==> src/sv/ddq_pkg.sv <==
// Types and constants for the date deque with search.
// No dependencies.
package ddq_pkg;

    localparam int DEPTH_DEF = 16;
    localparam int KIND_W    = 3;
    localparam int MONTH_W   = 4;
    localparam int DAY_W     = 5;
    localparam int YEAR_W    = 14;
    localparam int STAT_W    = 2;
    localparam int CNT_W     = 5;

    typedef enum logic [KIND_W-1:0] {
        K_PUSH_FRONT = 3'd0,
        K_PUSH_BACK  = 3'd1,
        K_REM_FRONT  = 3'd2,
        K_REM_BACK   = 3'd3,
        K_PEEK_FRONT = 3'd4,
        K_PEEK_BACK  = 3'd5,
        K_SEARCH     = 3'd6
    } kind_t;

    typedef enum logic [STAT_W-1:0] {
        STAT_DONE  = 2'd0,
        STAT_EMPTY = 2'd1,
        STAT_FULL  = 2'd2
    } status_t;

    typedef enum logic [1:0] {
        S_IDLE,
        S_READ,
        S_SCAN,
        S_FIN
    } state_t;

    // month in the low bits, year in the high bits
    typedef struct packed {
        logic [YEAR_W-1:0]  year;
        logic [DAY_W-1:0]   day;
        logic [MONTH_W-1:0] month;
    } date_t;

    typedef struct packed {
        status_t status;
        logic    found;
        date_t   date;
    } res_t;

endpackage

==> src/sv/ddq_if.sv <==
// Request and result channel interfaces for the date deque.
// Depends on ddq_pkg.
interface ddq_req_if;
    logic                          valid;
    logic                          ready;
    logic [ddq_pkg::KIND_W-1:0]    kind;
    logic [ddq_pkg::MONTH_W-1:0]   date_month;
    logic [ddq_pkg::DAY_W-1:0]     date_day;
    logic [ddq_pkg::YEAR_W-1:0]    date_year;

    modport source (output valid, kind, date_month, date_day, date_year, input ready);
    modport sink   (input valid, kind, date_month, date_day, date_year, output ready);
endinterface

interface ddq_rsp_if;
    logic                          valid;
    logic                          ready;
    logic [ddq_pkg::STAT_W-1:0]    status;
    logic                          found;
    logic [ddq_pkg::MONTH_W-1:0]   out_month;
    logic [ddq_pkg::DAY_W-1:0]     out_day;
    logic [ddq_pkg::YEAR_W-1:0]    out_year;
    logic [ddq_pkg::CNT_W-1:0]     entry_count;

    modport source (output valid, status, found, out_month, out_day, out_year, entry_count,
                    input ready);
    modport sink   (input valid, status, found, out_month, out_day, out_year, entry_count,
                    output ready);
endinterface

==> src/sv/ddq_store.sv <==
// Entry store: one write port, one read port, registered read data.
// Depends on ddq_pkg.
module ddq_store #(
    parameter int DEPTH = ddq_pkg::DEPTH_DEF
) (
    input  logic                     clk,
    input  logic                     we,
    input  logic [$clog2(DEPTH)-1:0] waddr,
    input  ddq_pkg::date_t           wdata,
    input  logic [$clog2(DEPTH)-1:0] raddr,
    output ddq_pkg::date_t           rdata
);

    ddq_pkg::date_t mem [DEPTH];

    always_ff @(posedge clk)
    begin
        if (we)
        begin
            mem[waddr] <= wdata;
        end
        rdata <= mem[raddr];
    end

endmodule

==> src/sv/date_deque_with_search_unit.sv <==
// Date deque with search: top level, ring store plus sequencer.
// Depends on ddq_pkg, ddq_if, ddq_store.
//
//  channel | role | item
//  req     | sink | kind, date_month, date_day, date_year
//  rsp     | src  | status, found, out_month, out_day, out_year, entry_count
//
// Push or refused op: idle, finish. Remove/peek: idle, read, finish (one
// store read). Search: idle, scan, finish; one store read per cycle.
// Reset clears state, front, count, rsp.valid; store contents stay undefined.
// Result waits in an output register; a new item is taken meanwhile, but its
// result is not loaded until the output register is free.
module date_deque_with_search_unit #(
    parameter int DEPTH = ddq_pkg::DEPTH_DEF
) (
    input  logic       clk,
    input  logic       rst_n,
    ddq_req_if.sink    req,
    ddq_rsp_if.source  rsp
);

    localparam int IW = $clog2(DEPTH);
    localparam logic [IW:0]   DEPTH_W = (IW+1)'(DEPTH);
    localparam logic [IW-1:0] LAST    = IW'(DEPTH - 1);

    ddq_pkg::state_t  state_reg, state_next;
    logic [IW-1:0]    front_reg, front_next;
    logic [IW:0]      count_reg, count_next;
    logic [IW:0]      scan_reg, scan_next;
    ddq_pkg::kind_t   kind_reg, kind_next;
    ddq_pkg::date_t   key_reg, key_next;
    ddq_pkg::res_t    res_reg, res_next;

    logic                        rsp_valid_reg;
    ddq_pkg::res_t               out_res_reg;
    logic [ddq_pkg::CNT_W-1:0]   out_count_reg;

    logic            we;
    logic [IW-1:0]   waddr;
    logic [IW-1:0]   raddr;
    ddq_pkg::date_t  rd_data;
    ddq_pkg::date_t  in_date;
    ddq_pkg::kind_t  in_kind;
    logic            req_fire;
    logic            fin_load;
    logic            is_full;
    logic            is_empty;
    logic [IW-1:0]   front_dec;
    logic [IW:0]     scan_inc;
    logic [IW+ddq_pkg::CNT_W:0] count_ext;

    function automatic logic [IW-1:0] wrap_slot(input logic [IW:0] sum);
        logic [IW:0] w;
        w = (sum >= DEPTH_W) ? sum - DEPTH_W : sum;
        return w[IW-1:0];
    endfunction

    assign in_date   = '{year: req.date_year, day: req.date_day, month: req.date_month};
    assign in_kind   = ddq_pkg::kind_t'(req.kind);
    assign req.ready = (state_reg == ddq_pkg::S_IDLE);
    assign req_fire  = req.valid && req.ready;
    assign fin_load  = (state_reg == ddq_pkg::S_FIN) && (!rsp_valid_reg || rsp.ready);
    assign is_full   = (count_reg == DEPTH_W);
    assign is_empty  = (count_reg == '0);
    assign front_dec = (front_reg == '0) ? LAST : front_reg - 1'b1;
    assign scan_inc  = scan_reg + 1'b1;
    assign count_ext = {{(ddq_pkg::CNT_W){1'b0}}, count_reg};

    ddq_store #(.DEPTH(DEPTH)) u_store (
        .clk   (clk),
        .we    (we),
        .waddr (waddr),
        .wdata (in_date),
        .raddr (raddr),
        .rdata (rd_data)
    );

    // next state
    always_comb
    begin
        state_next = state_reg;
        unique case (state_reg)
            ddq_pkg::S_IDLE:
            begin
                if (req_fire)
                begin
                    case (in_kind) inside
                        ddq_pkg::K_REM_FRONT, ddq_pkg::K_REM_BACK,
                        ddq_pkg::K_PEEK_FRONT, ddq_pkg::K_PEEK_BACK:
                            state_next = is_empty ? ddq_pkg::S_FIN : ddq_pkg::S_READ;
                        ddq_pkg::K_SEARCH:
                            state_next = is_empty ? ddq_pkg::S_FIN : ddq_pkg::S_SCAN;
                        default:
                            state_next = ddq_pkg::S_FIN;
                    endcase
                end
            end
            ddq_pkg::S_READ:
                state_next = ddq_pkg::S_FIN;
            ddq_pkg::S_SCAN:
            begin
                if (rd_data == key_reg || scan_inc == count_reg)
                begin
                    state_next = ddq_pkg::S_FIN;
                end
            end
            ddq_pkg::S_FIN:
            begin
                if (fin_load)
                begin
                    state_next = ddq_pkg::S_IDLE;
                end
            end
            default:
                state_next = ddq_pkg::S_IDLE;
        endcase
    end

    // datapath and store control
    always_comb
    begin
        front_next = front_reg;
        count_next = count_reg;
        scan_next  = scan_reg;
        kind_next  = kind_reg;
        key_next   = key_reg;
        res_next   = res_reg;
        we         = 1'b0;
        waddr      = front_reg;
        raddr      = front_reg;
        unique case (state_reg)
            ddq_pkg::S_IDLE:
            begin
                if (req_fire)
                begin
                    kind_next = in_kind;
                    key_next  = in_date;
                    res_next  = '{status: ddq_pkg::STAT_DONE, found: 1'b0, date: '0};
                    case (in_kind) inside
                        ddq_pkg::K_PUSH_FRONT:
                        begin
                            if (is_full)
                            begin
                                res_next.status = ddq_pkg::STAT_FULL;
                            end
                            else
                            begin
                                we         = 1'b1;
                                waddr      = front_dec;
                                front_next = front_dec;
                                count_next = count_reg + 1'b1;
                            end
                        end
                        ddq_pkg::K_PUSH_BACK:
                        begin
                            if (is_full)
                            begin
                                res_next.status = ddq_pkg::STAT_FULL;
                            end
                            else
                            begin
                                we         = 1'b1;
                                waddr      = wrap_slot({1'b0, front_reg} + count_reg);
                                count_next = count_reg + 1'b1;
                            end
                        end
                        ddq_pkg::K_REM_FRONT, ddq_pkg::K_PEEK_FRONT:
                        begin
                            if (is_empty)
                            begin
                                res_next.status = ddq_pkg::STAT_EMPTY;
                            end
                            raddr = front_reg;
                        end
                        ddq_pkg::K_REM_BACK, ddq_pkg::K_PEEK_BACK:
                        begin
                            if (is_empty)
                            begin
                                res_next.status = ddq_pkg::STAT_EMPTY;
                            end
                            raddr = wrap_slot({1'b0, front_reg} + count_reg - 1'b1);
                        end
                        ddq_pkg::K_SEARCH:
                        begin
                            raddr     = front_reg;
                            scan_next = '0;
                        end
                        default:
                        begin
                        end
                    endcase
                end
            end
            ddq_pkg::S_READ:
            begin
                res_next.date = rd_data;
                case (kind_reg)
                    ddq_pkg::K_REM_FRONT:
                    begin
                        front_next = wrap_slot({1'b0, front_reg} + 1'b1);
                        count_next = count_reg - 1'b1;
                    end
                    ddq_pkg::K_REM_BACK:
                        count_next = count_reg - 1'b1;
                    default:
                    begin
                    end
                endcase
            end
            ddq_pkg::S_SCAN:
            begin
                if (rd_data == key_reg)
                begin
                    res_next.found = 1'b1;
                end
                raddr     = wrap_slot({1'b0, front_reg} + scan_inc);
                scan_next = scan_inc;
            end
            ddq_pkg::S_FIN:
            begin
            end
            default:
            begin
            end
        endcase
    end

    always_ff @(posedge clk or negedge rst_n)
    begin
        if (!rst_n)
        begin
            state_reg     <= ddq_pkg::S_IDLE;
            front_reg     <= '0;
            count_reg     <= '0;
            rsp_valid_reg <= 1'b0;
        end
        else
        begin
            state_reg <= state_next;
            front_reg <= front_next;
            count_reg <= count_next;
            if (fin_load)
            begin
                rsp_valid_reg <= 1'b1;
            end
            else if (rsp.ready)
            begin
                rsp_valid_reg <= 1'b0;
            end
        end
    end

    always_ff @(posedge clk)
    begin
        scan_reg <= scan_next;
        kind_reg <= kind_next;
        key_reg  <= key_next;
        res_reg  <= res_next;
        if (fin_load)
        begin
            out_res_reg   <= res_reg;
            out_count_reg <= count_ext[ddq_pkg::CNT_W-1:0];
        end
    end

    assign rsp.valid       = rsp_valid_reg;
    assign rsp.status      = out_res_reg.status;
    assign rsp.found       = out_res_reg.found;
    assign rsp.out_month   = out_res_reg.date.month;
    assign rsp.out_day     = out_res_reg.date.day;
    assign rsp.out_year    = out_res_reg.date.year;
    assign rsp.entry_count = out_count_reg;

endmodule

==> src/flat_wrapper.sv <==
// flat-port wrapper written by rule: the top's interface ports become plain ports
module date_deque_with_search_unit_flat 
#(
    parameter int DEPTH = ddq_pkg::DEPTH_DEF
)
  (clk, rst_n, req_valid, req_kind, req_date_month, req_date_day, req_date_year, req_ready, rsp_valid, rsp_status, rsp_found, rsp_out_month, rsp_out_day, rsp_out_year, rsp_entry_count, rsp_ready);
  ddq_req_if req_i ();
  ddq_rsp_if rsp_i ();
  input  logic clk;
  input  logic rst_n;
  input wire logic [$bits(req_i.valid)-1:0] req_valid;
  input wire logic [$bits(req_i.kind)-1:0] req_kind;
  input wire logic [$bits(req_i.date_month)-1:0] req_date_month;
  input wire logic [$bits(req_i.date_day)-1:0] req_date_day;
  input wire logic [$bits(req_i.date_year)-1:0] req_date_year;
  output wire logic [$bits(req_i.ready)-1:0] req_ready;
  output wire logic [$bits(rsp_i.valid)-1:0] rsp_valid;
  output wire logic [$bits(rsp_i.status)-1:0] rsp_status;
  output wire logic [$bits(rsp_i.found)-1:0] rsp_found;
  output wire logic [$bits(rsp_i.out_month)-1:0] rsp_out_month;
  output wire logic [$bits(rsp_i.out_day)-1:0] rsp_out_day;
  output wire logic [$bits(rsp_i.out_year)-1:0] rsp_out_year;
  output wire logic [$bits(rsp_i.entry_count)-1:0] rsp_entry_count;
  input wire logic [$bits(rsp_i.ready)-1:0] rsp_ready;
  assign req_i.valid = req_valid;
  assign req_i.kind = req_kind;
  assign req_i.date_month = req_date_month;
  assign req_i.date_day = req_date_day;
  assign req_i.date_year = req_date_year;
  assign req_ready = req_i.ready;
  assign rsp_valid = rsp_i.valid;
  assign rsp_status = rsp_i.status;
  assign rsp_found = rsp_i.found;
  assign rsp_out_month = rsp_i.out_month;
  assign rsp_out_day = rsp_i.out_day;
  assign rsp_out_year = rsp_i.out_year;
  assign rsp_entry_count = rsp_i.entry_count;
  assign rsp_i.ready = rsp_ready;
  date_deque_with_search_unit #(.DEPTH(DEPTH)) u_core (.clk(clk), .rst_n(rst_n), .req(req_i), .rsp(rsp_i));
endmodule
==> config.mk <==
export PLATFORM = sky130hd
export DESIGN_NAME = date_deque_with_search_unit_flat
export DESIGN_NICKNAME = d
export VERILOG_FILES = /design/src/sv/ddq_pkg.sv /design/src/sv/ddq_if.sv /design/src/sv/ddq_store.sv /design/src/sv/date_deque_with_search_unit.sv /design/src/flat_wrapper.sv
export SDC_FILE = /design/constraint.sdc
export NUM_CORES = 1
export LEC_CHECK = 0
export ABC_AREA = 1
export BUFFER_PORTS_ARGS = -buffer_cell sky130_fd_sc_hd__buf_2
export CAP_MARGIN = 10
export CORE_MARGIN = 2
export CORE_UTILIZATION = 46
export CTS_BUF_LIST = sky130_fd_sc_hd__clkbuf_4 sky130_fd_sc_hd__clkbuf_8
export CTS_CLUSTER_SIZE = 8
export DETAILED_ROUTE_END_ITERATION = 6
export MAX_ROUTING_LAYER = met4
export PLACE_DENSITY_LB_ADDON = 0.08
export REMOVE_ABC_BUFFERS = 1
export SLEW_MARGIN = 5
export SYNTH_ARGS = -nofsm -noshare
export SYNTH_HDL_FRONTEND = slang
export SYNTH_SLANG_ARGS = --single-unit
==> constraint.sdc <==
create_clock -name clk -period 3.4 [get_ports clk]
set_input_delay 0.17 -clock clk [delete_from_list [all_inputs] [get_ports clk]]
set_output_delay 0.17 -clock clk [all_outputs]
set_load 0.05 [all_outputs]
==> results.py, run 1 <==
metrics = {
    "run_status": {
        "status": "finished with violations",
        "violations": "DRC",
    },
    "placement": {
        "gp_congestion": 0.831,
        "dp_hpwl_mm": 31.7,
        "io_buffers": 62,
        "place_inst": 2580,
        "dpl_cell_area_um2": 22700,
    },
    "cts": {
        "cts_root_buf": "clkbuf_8",
        "clockBufferDepth": 3,
        "htreeDepth": 3,
        "insertion_delay_ps": 660,
        "cts_tree": "built",
        "cts_resized": 0,
        "numCtsBuffers": 84,
        "postCtsSetupRepairBufs": 0,
        "clkTransAtPathRegs_ps": 60,
        "clock-sinks": 491,
    },
    "synthesis": {
        "ys.warnings.count": 0,
        "synth_cells": 1962,
        "ys_seq_area_share_pct": 67.8,
        "async_flop_share_pct": 2.44,
        "synth_edf_count": 456,
        "syn_area_um2": 21300,
        "ys_types": 36,
        "synth_ff_type": "edfxtp_1",
        "ys_ff_latch": 491,
        "syn_avg_cell_area_um2": 10.9,
    },
    "global_routing": {
        "grt_pass1_vias": 14300,
        "antenna_found_initial": 0,
        "track_usage_pct": 24.9,
        "grt-ovfl-total": 0,
        "grt_pass1_wl_mm": 86.0,
        "grt_max_degree": 109,
    },
    "sta": {
        "min_period_ps": 3160,
        "worstMarginPinSlew_ps": 788,
        "drv_slew": 0,
        "slew_headroom_pct": 47.4,
        "setup_violations": 0,
        "max_freq_mhz": 316,
        "fin_skew_ps": 19.3,
        "hold_slack_ps": 294,
        "period_share_pct": 93.0,
        "hold_violations": 0,
        "rsz0062_at_grt": "false",
    },
    "setup_path": {
        "cp.required_ps": 4000,
        "critPathMaxStageDelay_ps": 610,
        "crit_buf_inv": 2,
        "startpoint_type": "flip-flop",
        "critPathKind": "flip-flop to flip-flop",
        "path_cells": "ha_1 -> fa_1 -> inv_1 -> ha_1 -> or2_1 -> o21ai_2 -> nor2_4 -> buf_12 -> nand3_1 -> nand3_1 -> nand3_1 -> nand2_1",
        "cp_top_family": "simple AND/OR/NAND/NOR gates",
        "path_common_cell": "nand3_1",
        "worstPathMaxFanout": 42,
        "crit_slowest_cell": "nor2_4",
        "endpoint_kind": "flip-flop",
        "crit_arrival_ps": 3760,
    },
    "floorplanning": {
        "die_h_um": 219,
        "die-area_um2": 48100,
        "die_x_um": 219,
        "io_pins": 63,
        "num_rows": 78,
        "initial_utilization_pct": 46.8,
        "coreArea_um2": 45600,
    },
    "routing": {
        "vias": 14500,
        "drt_iter0_drc": 1320,
        "drc_errors": 13,
        "wl_per_cell_um": 20.5,
        "via_per_inst": 5.26,
        "antenna_left": 0,
        "first_pass_iters": 7,
        "wl_mm": 56.7,
    },
    "final_layout": {
        "layout.cells.non_filler": 2766,
        "final_area_um2": 24600,
        "area_growth_pct": 15.5,
        "final.fill_count": 4027,
        "diodes": 0,
        "largest_reg_flops": 368,
        "drive_gt1_share_pct": 13.9,
        "nets": 2147,
    },
    "flow_run": {
        "max_cap_violations": 0,
    },
    "pwr": {
        "cellPowerDensity_nw_per_um2": 960,
        "leakagePower_uw": 0.0102,
        "fin_total_pwr_uw": 23600,
        "max-vdd-ir-drop_mv": 0.686,
    },
    "min_path": {
        "holdCritPathClass": "input pin to flip-flop",
    },
}
==> per-layer routing <==
layer	part of all wire, %	track usage, %	up-vias	wire (um)
met1	45	33.7	7053	25300
met5	0	-	-	0
met3	6.6	4.34	98	3720
met4	2.3	8.83	0	1300
met2	47	38.0	495	26400
li1	-	-	6890	-
==> cell usage after synthesis (4+ instances only) <==
library cell  number  area, um2
xor2_1            11       96.3
clkbuf_1           8       30.0
ha_1              18        225
buf_4             24        180
xnor2_1           22        193
nand3b_1          24        180
o21ai_0           17       85.1
a21oi_1           16       80.1
nand4_1            6       37.5
edfxtp_1         456      13700
nand3_1          449       2250
inv_2              5       18.8
nor2_1            48        180
nor3_1             6       30.0
inv_1            267       1000
dfrtp_1           12        300
nand2_1          452       1700
buf_2             68        340
nor2_2             4       25.0
dfxtp_1           23        460
==> through the flow <==
step,util [%],setup slack (ps),setup TNS [ps]
after detailed placement,49.7,247,0
after global placement,49.7,293,0
after floorplan,-,-4230,-233380
after CTS,54.0,214,0
after global routing,54.0,5.95,0
final,54.0,237,0
==> placed cells by master, fill, tap and decap left out, types with 2 or more instances in the layout <==
cell type / count
buf_2: 62
clkinv_2: 6
nand2_1: 450
o21ai_1: 3
buf_4: 40
dfxtp_1: 23
xor2_1: 11
nand2_2: 2
dlygate4sd3_1: 30
buf_12: 17
nand3_1: 449
clkbuf_4: 40
dfrtp_1: 12
clkbuf_8: 90
nor2_4: 19
nand4_1: 6
nor2_2: 4
fa_1: 3
or2_2: 2
nand3b_1: 24
o21ai_0: 16
inv_6: 3
edfxtp_1: 456
xnor2_1: 22
ha_1: 17
inv_2: 5
nor3_1: 6
nor2_1: 30
o211ai_1: 2
clkinvlp_4: 2
inv_1: 266
a21oi_1: 15
o22ai_1: 3
nand2_4: 3
clkinv_1: 18
==> power by group <==
part | switching, uW | internal [uW]
logic | 7310 | 3200
clock network | 2380 | 2880
registers | 387 | 7470
total | 10100 | 13600
==> worst paths after layout <==
check,cells past startpoint,endpoint,slack [ps],startpoint
hold / removal,2,u_core.kind_reg[0],290,req_kind[0]
min in group asynchronous,3,u_core.state_reg[1],590,rst_n
setup reg to reg,12,u_core.u_store.rdata[20],240,u_core.count_reg[0]
setup / recovery,12,u_core.u_store.rdata[20],240,u_core.count_reg[0]
max in group asynchronous,3,u_core.count_reg[0],2410,rst_n
hold reg to reg,0,u_core.rsp.out_year[13],420,u_core.res_reg[22]
==> repair_timing <==
item / 4_1_cts / 5_1_grt
setup endpoints to repair: 0 / 0
hold buffers: 30 / 0
hold endpoints to repair: 411 / 0
==> cells by family (layout without fill, tap and decap cells) <==
kind of cell	count (synthesis)	after routing	synth area share [%]
fa+ha+maj	21	21	1.34
buf+inv	375	579	7.43
simple gates	997	997	20.9
xor+xnor	33	33	1.36
compound gates	45	45	1.15
flops	491	491	67.8
==> area by class of cell <==
type	instances	area, um2	share of cell area, %
flip-flops and latches	491	14500	58.7
multi-input cells	1096	5460	22.2
clock buffers	130	1540	6.25
repair buffers	149	1250	5.08
inverters	274	1030	4.20
well taps	600	751	3.05
clock inverters	26	123	0.498
Power figures use the tool's default switching activity.
==> inputs of run 2 (changes only) <==
--- a/config.mk
+++ b/config.mk
@@ -19,4 +19,5 @@
 export SLEW_MARGIN = 5
 export SYNTH_ARGS = -nofsm -noshare
 export SYNTH_HDL_FRONTEND = slang
+export SYNTH_HIERARCHICAL = 1
 export SYNTH_SLANG_ARGS = --single-unit
==> run 2 against run 1 <==
The flow now finishes without violations. Worst hold slack worse by 23 ps. Clock power hardly changed. Setup slack better by 44 ps. Cell area is 1.1% higher. Clock skew is 9.5 ps higher. Flip-flop and latch count stayed put. Area after synthesis is 0.29% lower. Combinational power is 16% higher. Total power is 6.8% higher. Sequential share of layout area is 0.65 points lower. Non-clock buffer count is 28 higher. Via count is 2.0% lower. Critical path type unchanged. Critical endpoint is now u_core/u_store/mem[0][13].
==> results.py, run 2 <==
metrics = {
    "run_status": {
        "status": "finished, final reports clean",
    },
    "pwr": {
        "max-vdd-ir-drop_mv": 1.07,
        "p_seq_share_pct": 31.1,
        "power.internal_uw": 14300,
        "combPwrFrac_pct": 48.2,
        "cellPowerDensity_nw_per_um2": 1010,
        "leakagePower_uw": 0.0109,
        "p_sw_uw": 11000,
        "swShare_pct": 43.5,
        "p_clk_share_pct": 20.7,
    },
    "floorplanning": {
        "num_rows": 78,
        "die-area_um2": 47900,
        "die_h_um": 219,
        "io_pins": 63,
        "initial_utilization_pct": 46.7,
        "coreArea_um2": 45500,
        "die_x_um": 219,
    },
    "routing": {
        "met3_length_mm": 2.74,
        "drt_iter0_drc": 1073,
        "wl_per_cell_um": 18.8,
        "first_pass_iters": 5,
        "topRoutingLayerUsed": "met4",
        "drc_errors": 0,
        "met2_length_mm": 25.2,
        "via_per_inst": 4.95,
        "met1Wirelength_mm": 24.6,
        "wl_mm": 54.1,
        "antenna_left": 0,
        "vias": 14200,
    },
    "final_layout": {
        "layout_common_cells": "nand2_1 (614), edfxtp_1 (456), inv_1 (374), nand3_1 (297), clkbuf_8 (93)",
        "nets": 2262,
        "area_growth_pct": 17.1,
        "drive_gt1_share_pct": 14.1,
        "final_common_cell": "nand2_1",
        "diodes": 0,
        "largest_reg_flops": 368,
        "final.fill_count": 4037,
        "utilization_pct": 54.7,
    },
    "synthesis": {
        "synth_edf_count": 456,
        "synth_top_cell_by_area": "edfxtp_1",
        "synth-simple-area-share_pct": 19.6,
        "synth_top_family_by_area": "simple AND/OR/NAND/NOR gates",
        "synthAdderAreaFrac_pct": 1.34,
        "ys_ff_latch": 491,
        "synth_cells": 2029,
        "async_flop_share_pct": 2.44,
        "syn_area_um2": 21300,
        "muxShareOfSynthArea_pct": 0,
        "synth_most_common_cell": "nand2_1",
        "ys_seq_area_share_pct": 68.0,
        "synth_ff_type": "edfxtp_1",
        "synthTopCellsByArea": "edfxtp_1 (64%), nand2_1 (11%), nand3_1 (7.0%), inv_1 (6.6%), dfxtp_1 (2.2%)",
        "synth_xor_area_share_pct": 0.577,
        "ys_types": 40,
        "yosys-top-cells-count": "nand2_1 (614), edfxtp_1 (456), inv_1 (375), nand3_1 (297), nor2_1 (64)",
        "synth_compound_area_share_pct": 1.40,
        "syn_avg_cell_area_um2": 10.5,
        "yosys.area.top_type_share_pct": 64.4,
        "ys.warnings.count": 6,
    },
    "setup_path": {
        "critPathKind": "flip-flop to flip-flop",
        "worstPathMaxFanout": 23,
        "cp.required_ps": 3660,
        "r2r.worst_path.cells": 10,
        "crit_arrival_ps": 3380,
        "startpoint_type": "flip-flop",
        "endpoint_kind": "flip-flop",
    },
    "sta": {
        "setup_ws_ps": 282,
        "rsz0062_at_grt": "false",
        "drv_slew": 0,
        "max_freq_mhz": 321,
        "finalSetupTns_ps": 0,
        "worstMarginPinSlew_ps": 939,
        "slew_headroom_pct": 37.3,
        "min_period_ps": 3120,
        "setup_violations": 0,
        "fin_skew_ps": 28.8,
        "period_share_pct": 91.7,
        "hold_violations": 0,
    },
    "cts": {
        "cts_tree": "built",
        "clkTransAtPathRegs_ps": 60,
        "cts_resized": 0,
        "htreeDepth": 3,
        "cts_root_buf": "clkbuf_8",
        "clockBufferDepth": 3,
        "clock-sinks": 491,
        "numCtsBuffers": 83,
        "insertion_delay_ps": 660,
    },
    "placement": {
        "preCtsSetupSlack_ps": 271,
        "dp_hpwl_mm": 31.9,
        "io_buffers": 62,
        "gp_congestion": 0.838,
    },
    "global_routing": {
        "track_usage_pct": 24.0,
        "antenna_found_initial": 0,
        "grt-ovfl-total": 0,
        "grt_pass1_vias": 13900,
        "grt_max_degree": 112,
        "grt_pass1_wl_mm": 82.6,
    },
    "min_path": {
        "hold-path-cell-count": 2,
        "holdCritPathClass": "input pin to flip-flop",
    },
    "flow_run": {
        "max_cap_violations": 0,
    },
}
run 2: worst paths after layout:
path / start / end / slack (ps)
worst max-delay path: u_core/count_reg[3] / u_core/u_store/mem[0][13] / 280
worst min-delay path: req_kind[2] / u_core/kind_reg[2] / 270
worst max register to register: u_core/count_reg[3] / u_core/u_store/mem[0][13] / 280
worst min register to register: u_core/res_reg[11] / u_core/rsp.out_year[2] / 400
max in group asynchronous: rst_n / u_core/front_reg[3] / 2330
min in group asynchronous: rst_n / u_core/count_reg[2] / 620
run 2: metrics by stage:
stage	hold WS [ps]	power, uW	cell area [um2]	std cells
after floorplan	-126	13700	20700	1949
after global placement	95.6	20100	22900	2696
after detailed placement	101	20200	22900	2696
after CTS	212	25500	24900	2876
after global routing	244	27000	24900	2876
final	272	25200	24900	2876
run 2: layout make-up:
type / instances / area [um2] / area share [%]
sequential: 491 / 14500 / 58.1
multi-input combinational: 1079 / 5040 / 20.3
tap: 600 / 751 / 3.02
inverter: 379 / 1430 / 5.73
clock inverter: 21 / 106 / 0.427
timing repair buffer: 177 / 1560 / 6.27
clock buffer: 129 / 1550 / 6.23
run 2: cell families (layout without fill, tap and decap cells):
logic type,after synthesis,after routing
simple gates,994,994
flops,491,491
buf+inv,459,706
fa+ha+maj,21,21
xor+xnor,14,14
compound gates,50,50
run 2: critical path, stage by stage (launching register included):
cell,delay (ps)
dfrtp_1,460
inv_1,150
nand4_1,290
buf_4,290
o21ai_0,70
o21ai_0,150
a22oi_1,170
o22ai_1,150
inv_1,100
nand2_1,120
nor2_4,750
run 2: what timing repair did:
item                      CTS  global route
hold endpoints to repair  411             0
buffers inserted            0             0
hold buffers               30             0
run 2: per-layer routing:
layer / up-vias / GRT usage, %
met5: - / -
met4: 0 / 8.56
met3: 102 / 4.38
met2: 352 / 37.1
met1: 6859 / 31.9
li1: 6933 / -
run 2: power by group through the flow:
stage                     clock network, uW  logic (uW)  registers, uW
after floorplan                           0        5410           8290
after global placement                    0       12100           7950
after CTS                              5370       12200           7850
after global routing                   5620       13500           7910
final                                  5230       12200           7840
after detailed placement                  0       12200           7970
